**src/texture_atlas_shelf_packer_macros.svh**
```systemverilog
// Assertion helpers for the shelf packer.
`ifndef TEXTURE_ATLAS_SHELF_PACKER_MACROS_SVH
`define TEXTURE_ATLAS_SHELF_PACKER_MACROS_SVH

// Consequent must hold in the same cycle as the antecedent.
`define TASP_ASSERT_SAME(label, clk, rst, ante, cons, msg) \
   label: assert property (@(posedge clk) disable iff (rst) (ante) |-> (cons)) \
      else $error(msg);

// Consequent must hold in the cycle after the antecedent.
`define TASP_ASSERT_NEXT(label, clk, rst, ante, cons, msg) \
   label: assert property (@(posedge clk) disable iff (rst) (ante) |=> (cons)) \
      else $error(msg);

`endif

```
**src/tasp_pkg.sv**
```systemverilog
package tasp_pkg;

   localparam int DIM_BITS          = 12;
   localparam int POS_BITS          = 6;
   localparam int SHEET_W_BITS      = 12;
   localparam int INIT_H_BITS       = 17;
   localparam int Y_BITS            = 18;
   localparam int SHEET_H_BITS      = 20;
   localparam int CSR_IDX_BITS      = 1;
   localparam int CSR_DATA_BITS     = 17;
   localparam int MAX_RECTS_DEFAULT = 64;

   localparam logic [SHEET_W_BITS-1:0] INIT_W_RESET = 12'd256;
   localparam logic [INIT_H_BITS-1:0]  INIT_H_RESET = 17'd8;

   localparam logic [CSR_IDX_BITS-1:0] CSR_INIT_WIDTH  = 1'd0;
   localparam logic [CSR_IDX_BITS-1:0] CSR_INIT_HEIGHT = 1'd1;

   typedef struct packed {
      logic [POS_BITS-1:0] pos;
      logic [DIM_BITS-1:0] w;
      logic [DIM_BITS-1:0] h;
   } rect_entry_type;

endpackage

```
**src/tasp_ram.sv**
```systemverilog
module tasp_ram #(
   parameter int WIDTH = 1,
   parameter int DEPTH = 2,
   localparam int AW = (DEPTH > 1) ? $clog2(DEPTH) : 1
) (
   input  logic             clock,
   input  logic             wr_en,
   input  logic [AW-1:0]    wr_addr,
   input  logic [WIDTH-1:0] wr_data,
   input  logic [AW-1:0]    rd_addr,
   output logic [WIDTH-1:0] rd_data
);

   logic [WIDTH-1:0] mem_ff [DEPTH];
   logic [WIDTH-1:0] rd_data_ff;

   always_ff @(posedge clock) begin
      if (wr_en) begin
         mem_ff[wr_addr] <= wr_data;
      end
      rd_data_ff <= mem_ff[rd_addr];
   end

   assign rd_data = rd_data_ff;

endmodule

```
**src/texture_atlas_shelf_packer.sv**
```systemverilog
// Shelf packer for texture atlas rectangles.
// Input channel (req_*): one rectangle size per item; req_last_rect closes the set.
// Each rectangle is inserted into a height-sorted store (descending, ties in load
// order). Into an empty store it is written directly; otherwise each stored entry
// shorter than the new one is shifted up one slot before it is written, one entry
// moving per cycle through the store RAM's single read and write port.
// The item marked last starts packing; no item is accepted until the set is done.
// Result channel (rsp_*): one placement per stored rectangle, in sorted order.
// Each placement steps through a RAM read, the placement calculation, sheet height
// doubling until the rectangle fits, and output. rsp_last_placement marks the end.
// A held result sits in the output register; a stalled receiver holds packing
// at its next placement, while the next set may start loading once the final
// placement is registered.
// Items beyond MAX_RECTS are dropped and rsp_overflow is set for that set.
// Reset sets the CSR sheet size to 256 x 8 and empties the store; store entries
// are read only after being written, so the RAM needs no clearing pass.
// CSR writes (index 0 width, 1 height; 0 reads as 1) apply at the next packing.
`include "texture_atlas_shelf_packer_macros.svh"

module texture_atlas_shelf_packer
   import tasp_pkg::*;
#(
   parameter int MAX_RECTS = MAX_RECTS_DEFAULT
) (
   input  logic                     clock,
   input  logic                     reset,
   input  logic                     csr_wr_en,
   input  logic [CSR_IDX_BITS-1:0]  csr_index,
   input  logic [CSR_DATA_BITS-1:0] csr_wdata,
   input  logic                     req_valid,
   output logic                     req_stall,
   input  logic [DIM_BITS-1:0]      req_rect_width,
   input  logic [DIM_BITS-1:0]      req_rect_height,
   input  logic                     req_last_rect,
   output logic                     rsp_valid,
   input  logic                     rsp_stall,
   output logic [POS_BITS-1:0]      rsp_load_position,
   output logic [SHEET_W_BITS-1:0]  rsp_place_x,
   output logic [Y_BITS-1:0]        rsp_place_y,
   output logic [DIM_BITS-1:0]      rsp_placed_width,
   output logic [DIM_BITS-1:0]      rsp_placed_height,
   output logic [SHEET_W_BITS-1:0]  rsp_sheet_width,
   output logic [SHEET_H_BITS-1:0]  rsp_sheet_height,
   output logic                     rsp_overflow,
   output logic                     rsp_last_placement
);

   localparam int IDX_W = (MAX_RECTS > 1) ? $clog2(MAX_RECTS) : 1;
   localparam int CNT_W = $clog2(MAX_RECTS + 1);
   localparam int ENT_W = $bits(rect_entry_type);

   typedef enum logic [6:0] {
      S_IDLE    = 7'b0000001,
      S_INS     = 7'b0000010,
      S_PUT     = 7'b0000100,
      S_PK_RD   = 7'b0001000,
      S_PK_CALC = 7'b0010000,
      S_PK_GROW = 7'b0100000,
      S_PK_OUT  = 7'b1000000
   } state_type;

   state_type               state_ff, state_in;
   logic [CNT_W-1:0]        count_ff, count_in;
   logic                    ovf_ff, ovf_in;
   rect_entry_type          new_ent_ff, new_ent_in;
   logic                    last_ff, last_in;
   logic [IDX_W-1:0]        ins_idx_ff, ins_idx_in;
   logic [IDX_W-1:0]        pk_idx_ff, pk_idx_in;
   rect_entry_type          cur_ent_ff, cur_ent_in;
   logic [SHEET_W_BITS-1:0] cx_ff, cx_in;
   logic [Y_BITS-1:0]       cy_ff, cy_in;
   logic [DIM_BITS-1:0]     rowh_ff, rowh_in;
   logic [SHEET_W_BITS-1:0] sw_ff, sw_in;
   logic [SHEET_H_BITS-1:0] sh_ff, sh_in;
   logic [SHEET_W_BITS-1:0] init_w_ff;
   logic [INIT_H_BITS-1:0]  init_h_ff;
   logic                    rsp_valid_ff;

   logic [POS_BITS-1:0]     rsp_pos_ff;
   logic [SHEET_W_BITS-1:0] rsp_x_ff;
   logic [Y_BITS-1:0]       rsp_y_ff;
   logic [DIM_BITS-1:0]     rsp_w_ff;
   logic [DIM_BITS-1:0]     rsp_h_ff;
   logic [SHEET_W_BITS-1:0] rsp_sw_ff;
   logic [SHEET_H_BITS-1:0] rsp_sh_ff;
   logic                    rsp_ovf_ff;
   logic                    rsp_last_ff;

   logic                    ram_we;
   logic [IDX_W-1:0]        ram_waddr;
   rect_entry_type          ram_wdata;
   logic [IDX_W-1:0]        ram_raddr;
   logic [ENT_W-1:0]        ram_rdata;
   rect_entry_type          rd_ent;

   logic                    req_accept;
   logic                    rsp_load;
   logic                    pk_last;
   logic                    start_pack;
   logic                    finish_ins;
   rect_entry_type          req_ent;
   logic                    wrap;
   logic [SHEET_W_BITS-1:0] cx1;
   logic [Y_BITS-1:0]       cy1;
   logic [DIM_BITS-1:0]     rowh1;
   logic [SHEET_H_BITS-1:0] need_h;

   tasp_ram #(
      .WIDTH (ENT_W),
      .DEPTH (MAX_RECTS)
   ) u_store (
      .clock   (clock),
      .wr_en   (ram_we),
      .wr_addr (ram_waddr),
      .wr_data (ram_wdata),
      .rd_addr (ram_raddr),
      .rd_data (ram_rdata)
   );

   assign rd_ent     = ram_rdata;
   assign req_stall  = (state_ff != S_IDLE);
   assign req_accept = req_valid && (state_ff == S_IDLE);
   assign pk_last    = ((CNT_W'(pk_idx_ff) + CNT_W'(1)) == count_ff);
   assign req_ent    = '{pos: POS_BITS'(count_ff), w: req_rect_width, h: req_rect_height};

   // Row wrap and sheet widening for the entry just read.
   assign wrap  = (cx_ff != '0) &&
                  ((13'(cx_ff) + 13'(rd_ent.w)) > 13'(sw_ff));
   assign cx1   = wrap ? '0 : cx_ff;
   assign cy1   = wrap ? (cy_ff + Y_BITS'(rowh_ff)) : cy_ff;
   assign rowh1 = wrap ? '0 : rowh_ff;
   assign need_h = SHEET_H_BITS'(cy_ff) + SHEET_H_BITS'(cur_ent_ff.h);

   always_comb begin
      state_in   = state_ff;
      count_in   = count_ff;
      ovf_in     = ovf_ff;
      new_ent_in = new_ent_ff;
      last_in    = last_ff;
      ins_idx_in = ins_idx_ff;
      pk_idx_in  = pk_idx_ff;
      cur_ent_in = cur_ent_ff;
      cx_in      = cx_ff;
      cy_in      = cy_ff;
      rowh_in    = rowh_ff;
      sw_in      = sw_ff;
      sh_in      = sh_ff;
      ram_we     = 1'b0;
      ram_waddr  = ins_idx_ff;
      ram_wdata  = new_ent_ff;
      ram_raddr  = pk_idx_ff;
      rsp_load   = 1'b0;
      start_pack = 1'b0;
      finish_ins = 1'b0;

      case (state_ff)
         S_IDLE: begin
            if (req_accept) begin
               new_ent_in = req_ent;
               last_in    = req_last_rect;
               if (count_ff == CNT_W'(MAX_RECTS)) begin
                  // drop the item, still pack on last
                  ovf_in     = 1'b1;
                  start_pack = req_last_rect;
               end else if (count_ff == '0) begin
                  ram_we     = 1'b1;
                  ram_waddr  = '0;
                  ram_wdata  = req_ent;
                  count_in   = count_ff + CNT_W'(1);
                  start_pack = req_last_rect;
               end else begin
                  ram_raddr  = IDX_W'(count_ff - CNT_W'(1));
                  ins_idx_in = IDX_W'(count_ff);
                  state_in   = S_INS;
               end
            end
         end
         S_INS: begin
            if (rd_ent.h < new_ent_ff.h) begin
               // shift the shorter entry up one slot
               ram_we     = 1'b1;
               ram_waddr  = ins_idx_ff;
               ram_wdata  = rd_ent;
               ins_idx_in = ins_idx_ff - IDX_W'(1);
               ram_raddr  = ins_idx_ff - IDX_W'(2);
               if (ins_idx_ff == IDX_W'(1)) begin
                  state_in = S_PUT;
               end
            end else begin
               ram_we     = 1'b1;
               ram_waddr  = ins_idx_ff;
               finish_ins = 1'b1;
            end
         end
         S_PUT: begin
            ram_we     = 1'b1;
            ram_waddr  = '0;
            finish_ins = 1'b1;
         end
         S_PK_RD: begin
            ram_raddr = pk_idx_ff;
            state_in  = S_PK_CALC;
         end
         S_PK_CALC: begin
            cur_ent_in = rd_ent;
            cx_in      = cx1;
            cy_in      = cy1;
            rowh_in    = (rd_ent.h > rowh1) ? rd_ent.h : rowh1;
            if ((cx1 == '0) && (rd_ent.w > sw_ff)) begin
               sw_in = rd_ent.w;
            end
            state_in = S_PK_GROW;
         end
         S_PK_GROW: begin
            if (need_h > sh_ff) begin
               sh_in = {sh_ff[SHEET_H_BITS-2:0], 1'b0};
            end else begin
               state_in = S_PK_OUT;
            end
         end
         S_PK_OUT: begin
            if (!rsp_valid_ff || !rsp_stall) begin
               rsp_load = 1'b1;
               cx_in    = cx_ff + cur_ent_ff.w;
               if (pk_last) begin
                  count_in = '0;
                  ovf_in   = 1'b0;
                  state_in = S_IDLE;
               end else begin
                  pk_idx_in = pk_idx_ff + IDX_W'(1);
                  state_in  = S_PK_RD;
               end
            end
         end
         default: begin
            state_in = S_IDLE;
         end
      endcase

      if (finish_ins) begin
         count_in   = count_ff + CNT_W'(1);
         state_in   = S_IDLE;
         start_pack = last_ff;
      end

      if (start_pack) begin
         pk_idx_in = '0;
         cx_in     = '0;
         cy_in     = '0;
         rowh_in   = '0;
         sw_in     = (init_w_ff == '0) ? SHEET_W_BITS'(1) : init_w_ff;
         sh_in     = (init_h_ff == '0) ? SHEET_H_BITS'(1) : SHEET_H_BITS'(init_h_ff);
         state_in  = S_PK_RD;
      end
   end

   always_ff @(posedge clock) begin
      if (reset) begin
         state_ff     <= S_IDLE;
         count_ff     <= '0;
         ovf_ff       <= 1'b0;
         rsp_valid_ff <= 1'b0;
         init_w_ff    <= INIT_W_RESET;
         init_h_ff    <= INIT_H_RESET;
      end else begin
         state_ff     <= state_in;
         count_ff     <= count_in;
         ovf_ff       <= ovf_in;
         rsp_valid_ff <= rsp_load || (rsp_valid_ff && rsp_stall);
         if (csr_wr_en && (csr_index == CSR_INIT_WIDTH)) begin
            init_w_ff <= csr_wdata[SHEET_W_BITS-1:0];
         end
         if (csr_wr_en && (csr_index == CSR_INIT_HEIGHT)) begin
            init_h_ff <= csr_wdata[INIT_H_BITS-1:0];
         end
      end
   end

   always_ff @(posedge clock) begin
      new_ent_ff <= new_ent_in;
      last_ff    <= last_in;
      ins_idx_ff <= ins_idx_in;
      pk_idx_ff  <= pk_idx_in;
      cur_ent_ff <= cur_ent_in;
      cx_ff      <= cx_in;
      cy_ff      <= cy_in;
      rowh_ff    <= rowh_in;
      sw_ff      <= sw_in;
      sh_ff      <= sh_in;
      if (rsp_load) begin
         rsp_pos_ff  <= cur_ent_ff.pos;
         rsp_x_ff    <= cx_ff;
         rsp_y_ff    <= cy_ff;
         rsp_w_ff    <= cur_ent_ff.w;
         rsp_h_ff    <= cur_ent_ff.h;
         rsp_sw_ff   <= sw_ff;
         rsp_sh_ff   <= sh_ff;
         rsp_ovf_ff  <= ovf_ff;
         rsp_last_ff <= pk_last;
      end
   end

   assign rsp_valid          = rsp_valid_ff;
   assign rsp_load_position  = rsp_pos_ff;
   assign rsp_place_x        = rsp_x_ff;
   assign rsp_place_y        = rsp_y_ff;
   assign rsp_placed_width   = rsp_w_ff;
   assign rsp_placed_height  = rsp_h_ff;
   assign rsp_sheet_width    = rsp_sw_ff;
   assign rsp_sheet_height   = rsp_sh_ff;
   assign rsp_overflow       = rsp_ovf_ff;
   assign rsp_last_placement = rsp_last_ff;

   `TASP_ASSERT_SAME(a_count_bound, clock, reset, 1'b1, count_ff <= CNT_W'(MAX_RECTS), "rect count exceeds store depth")
   `TASP_ASSERT_SAME(a_ins_idx, clock, reset, state_ff == S_INS, ins_idx_ff != '0, "insertion walked below slot zero")
   `TASP_ASSERT_SAME(a_fit_width, clock, reset, state_ff == S_PK_OUT, (13'(cx_ff) + 13'(cur_ent_ff.w)) <= 13'(sw_ff), "placement exceeds sheet width")
   `TASP_ASSERT_SAME(a_fit_height, clock, reset, state_ff == S_PK_OUT, need_h <= sh_ff, "placement exceeds sheet height")
   `TASP_ASSERT_NEXT(a_set_end, clock, reset, rsp_load && pk_last, (state_ff == S_IDLE) && (count_ff == '0) && rsp_valid_ff, "set not cleared after final placement")

endmodule
```
**config.mk**
```make
export PLATFORM = sky130hd
export DESIGN_NAME = texture_atlas_shelf_packer
export DESIGN_NICKNAME = d
export VERILOG_FILES = /design/src/tasp_pkg.sv /design/src/tasp_ram.sv /design/src/texture_atlas_shelf_packer.sv
export VERILOG_INCLUDE_DIRS = /design/src /design/src/src
export SDC_FILE = /design/constraint.sdc
export NUM_CORES = 2
export LEC_CHECK = 0
export BUFFER_PORTS_ARGS = -buffer_cell sky130_fd_sc_hd__buf_2
export CORE_MARGIN = 1.5
export CORE_UTILIZATION = 59
export CTS_BUF_LIST = sky130_fd_sc_hd__clkbuf_2 sky130_fd_sc_hd__clkbuf_4 sky130_fd_sc_hd__clkbuf_8
export CTS_CLUSTER_DIAMETER = 50
export DETAILED_ROUTE_END_ITERATION = 10
export PLACE_DENSITY = 0.78
export SYNTH_ARGS = -nofsm -noshare
export SYNTH_HDL_FRONTEND = slang
export SYNTH_SLANG_ARGS = --single-unit
```
**constraint.sdc**
```tcl
create_clock -name clock -period 5.05 [get_ports clock]
set_input_delay 0.505 -clock clock [delete_from_list [all_inputs] [get_ports clock]]
set_output_delay 0.505 -clock clock [all_outputs]
set_load 0.005 [all_outputs]
```
==> results.md <==
* Status: finished, violations left
* Failing checks: negative setup slack
* Worst Path Required at between 5 and 6 ns
* CTS root buffer: clkbuf_8
* Fin crit period at slightly above 5 ns
* Top-area cell type share of the netlist area at 0.699
* Slew of the pin with the lowest slew margin at 1.30 ns
* Largest net degree at the start of global routing at approximately 120
* Synthesized Nets at roughly 7,400
* Syn Inst Count at roughly 7,300
* Complex-gate fraction of the synthesized area at 0.0457
* Die Y at approximately 400 um
* Simple-gate area share of the yosys netlist at 0.172
* Top_reg_cell synth: edfxtp_1
* Post-Place Cells at ~9,400
* RePlAce Congestion at between 0.9 and 1
* H-Tree Depth at 5
* Min-Delay Path Class: input pin to flip-flop
* # fillers at 9,886
* Final setup vio count at 12
* Worst slew margin relative to its limit at 0.131
* Post-synth top cells: nand2_1 (2,162), edfxtp_1 (2,113), nand3_1 (975)
* CTS Sinks at approximately 2,200
* Port bufs at approximately 140
* Final wirelength at 252,000 um
* CTS tree: built
* Count leader, synth: nand2_1
* Total core area at approximately 150,000 um2
* Max VDD drop at between 0.4 and 0.5 mV
* Grt ovf at 0
* Nets at slightly below 8,000
* Area leader, netlist: edfxtp_1
* Top cells by area, synth: edfxtp_1 (70%), nand2_1 (8.9%), nand3_1 (5.4%)
* Wire per inst at between 20 and 30 um
* First-pass GRT wire length at 373,000 um
* Initial Utilization at 0.596
* Power per cell area at about 560 nW/um2
* Global Route Usage Sum at 0.319
* Post-route antenna net violation count at 0
* Worst clock skew at between 0.06 and 0.07 ns
* Synth-to-layout area growth at 14.4%
* Max stage delay on crit path at 0.38 ns
* #FFs+latches synth at roughly 2,200
* Total CTS buffers at 354
* Mean area per synthesized cell at ~13 um2
* Final max-slew violation count at 0
* Layout cell share with drive strength beyond 1 at 0.154
* Post-Syn Area at roughly 90,000 um2
* CP startpoint kind: flip-flop
* Largest family of logic cells by synthesized area: simple AND/OR/NAND/NOR gates
* Detailed Place HPWL at between 100,000 and 150,000 um
* Mux share of post-synthesis cell area at 0.00527
* FMAX at 196 MHz
* Post-route clock period utilization at 1.01
* Die Wd at ~400 um
* Drc violations at 0
* Post-synth EDFFs at approximately 2,100
* Critical Path AT at 6.02 ns
* Async S/R FF share, synth at 0
* Setup crit end kind: flip-flop
* Clock Tree Buf Depth at 4
* Worst-path maximum fanout at 12
* Synthesized-area fraction occupied by adder cells at 0.0174
* Worst skew pair latency at roughly 1.1 ns
* Total number of vias at approximately 63,000
* Critical path class: flip-flop to flip-flop
* Final setup margin at -0.0633 ns
* Critical Path Slowest Stage Cell: o41ai_2
* Post-synthesis xor/xnor area fraction at 0.00637
* Max Cap Viol at 0
* DRT Pass-1 Iters at 6
* DRT iter0 DRCs at around 9,500
* Vias per cell at 6.27
* Leakage at between 30 and 40 nW
* Unique masters post-synth at 80
* IO Count at 144
* Initial antenna violation count at 7
* Vias in the first global route at 60,900
* Row count at ~140
* Die area at between 150,000 and 200,000 um2
* RSZ-0062 raised after global routing: true
* Setup TNS at -0.565 ns
* Seq/Total Area, Yosys at 0.726
* Ys Warns at 0
* Hold Vio Cnt, Final at 0
* Non-filler instance count after layout at roughly 10,000
* Clock-pin slew on the worst setup and hold paths at around 0.060 ns
[flip-flops by register name, indices dropped and copies added (netlist names), 6 cells and up]
signal and cells:
count_ff 7, cur_ent_ff 30, cx_ff 12, cy_ff 18
init_h_ff 17, init_w_ff 12, ins_idx_ff 6, new_ent_ff 30
pk_idx_ff 6, rowh_ff 12, rsp_load_position 6, rsp_place_x 12
rsp_place_y 18, rsp_placed_height 12, rsp_placed_width 12, rsp_sheet_height 20
rsp_sheet_width 12, sh_ff 20, state_ff 7, sw_ff 12
u_store.mem_ff 1920, u_store.rd_data 30
[stage by stage]
| stage | worst slack, ns | util | total power, mW | area, um2 | hold WS, ns |
|---|---|---|---|---|---|
| after detailed placement | -0.569 | 0.631 | 42.7 | 96100 | 0.420 |
| final | -0.0633 | 0.682 | 58.3 | 104000 | 0.229 |
| after global placement | -0.566 | 0.631 | 42.2 | 96100 | 0.412 |
| after floorplan | 0.00447 | - | 34.2 | 90800 | 0.400 |
| after CTS | 0.00659 | 0.680 | 57.5 | 104000 | 0.142 |
| after global routing | -0.337 | 0.682 | 60.0 | 104000 | 0.186 |
[final timing paths]
path              slack, ns             startpoint  cells after the start                 endpoint
hold / removal         0.23     req_rect_height[8]                      2  new_ent_ff[8]$_DFFE_PP_
setup reg to reg      -0.06  cx_ff[1]$_SDFFE_PP0P_                     28  rowh_ff[8]$_SDFFE_PP0P_
hold reg to reg        0.44    ovf_ff$_SDFFE_PP0P_                      0   rsp_overflow$_DFFE_PP_
setup / recovery      -0.06  cx_ff[1]$_SDFFE_PP0P_                     28  rowh_ff[8]$_SDFFE_PP0P_
[cell usage in the layout, fill, tap and decap left out, drive strengths merged, types with 66 or more instances in the layout]
master and count:
a21oi 295, buf 524, clkbuf 485, clkinv 96, dfxtp 123, edfxtp 2113, ha 120, inv 86
nand2 2164, nand3 975, nand4 103, nor2 168, nor4 75, o21ai 66
[layer usage]
| layer | GRT usage | routed length (um) | vias up |
|---|---|---|---|
| met1 | 0.433 | 90200 | 30400 |
| met2 | 0.492 | 115000 | 4508 |
| met4 | 0.165 | 13300 | 6 |
| met3 | 0.0666 | 33400 | 670 |
| li1 | - | - | 27300 |
| met5 | 0 | 36 | - |
[layout make-up]
cell class | count | area [um2] | area share
inverter | 85 | 322 | 0.00310
antenna | 2 | 5.00 | 0.0000482
clock buffer | 485 | 5960 | 0.0574
clock inverter | 114 | 748 | 0.00720
sequential | 2236 | 65900 | 0.635
multi-input combinational | 4508 | 23400 | 0.225
timing repair buffer | 582 | 4940 | 0.0476
tap | 2030 | 2540 | 0.0245
[cell families after synthesis]
kind of cell,count (synthesis)
AND/OR/NAND/NOR,3624
flip-flops,2236
AO/OA/AOI/OAI,648
buffers and inverters,515
adder cells (fa/ha/maj),124
XOR/XNOR,66
multiplexers,45
[critical path: cells and delay by family (launching register included)]
kind | cells | cell delay (ns)
AOI/OAI and AO/OA | 14 | 2.62
xor gates and xnor gates | 1 | 0.13
adders and majority gates | 3 | 0.79
DFF | 1 | 0.36
and+or+nand+nor | 8 | 0.75
buffers and inverters | 2 | 0.33
[what timing repair did]
item	in CTS	in global routing
setup endpoints to repair	37	38
hold buffers	58	0
pin swaps	20	41
hold endpoints to repair	60	0
buffers inserted	13	3
cloned	2	0
gates resized for setup	37	47
[power breakdown]
group,switching (mW),total [mW],leakage (nW),internal (mW)
clock,6.81,14.9,3.54,8.09
combinational,13.7,18.8,13.7,5.05
sequential,0.435,24.6,20.2,24.2
total,21.0,58.3,37.4,37.3
Note: power is estimated with default switching activity, not from simulation.
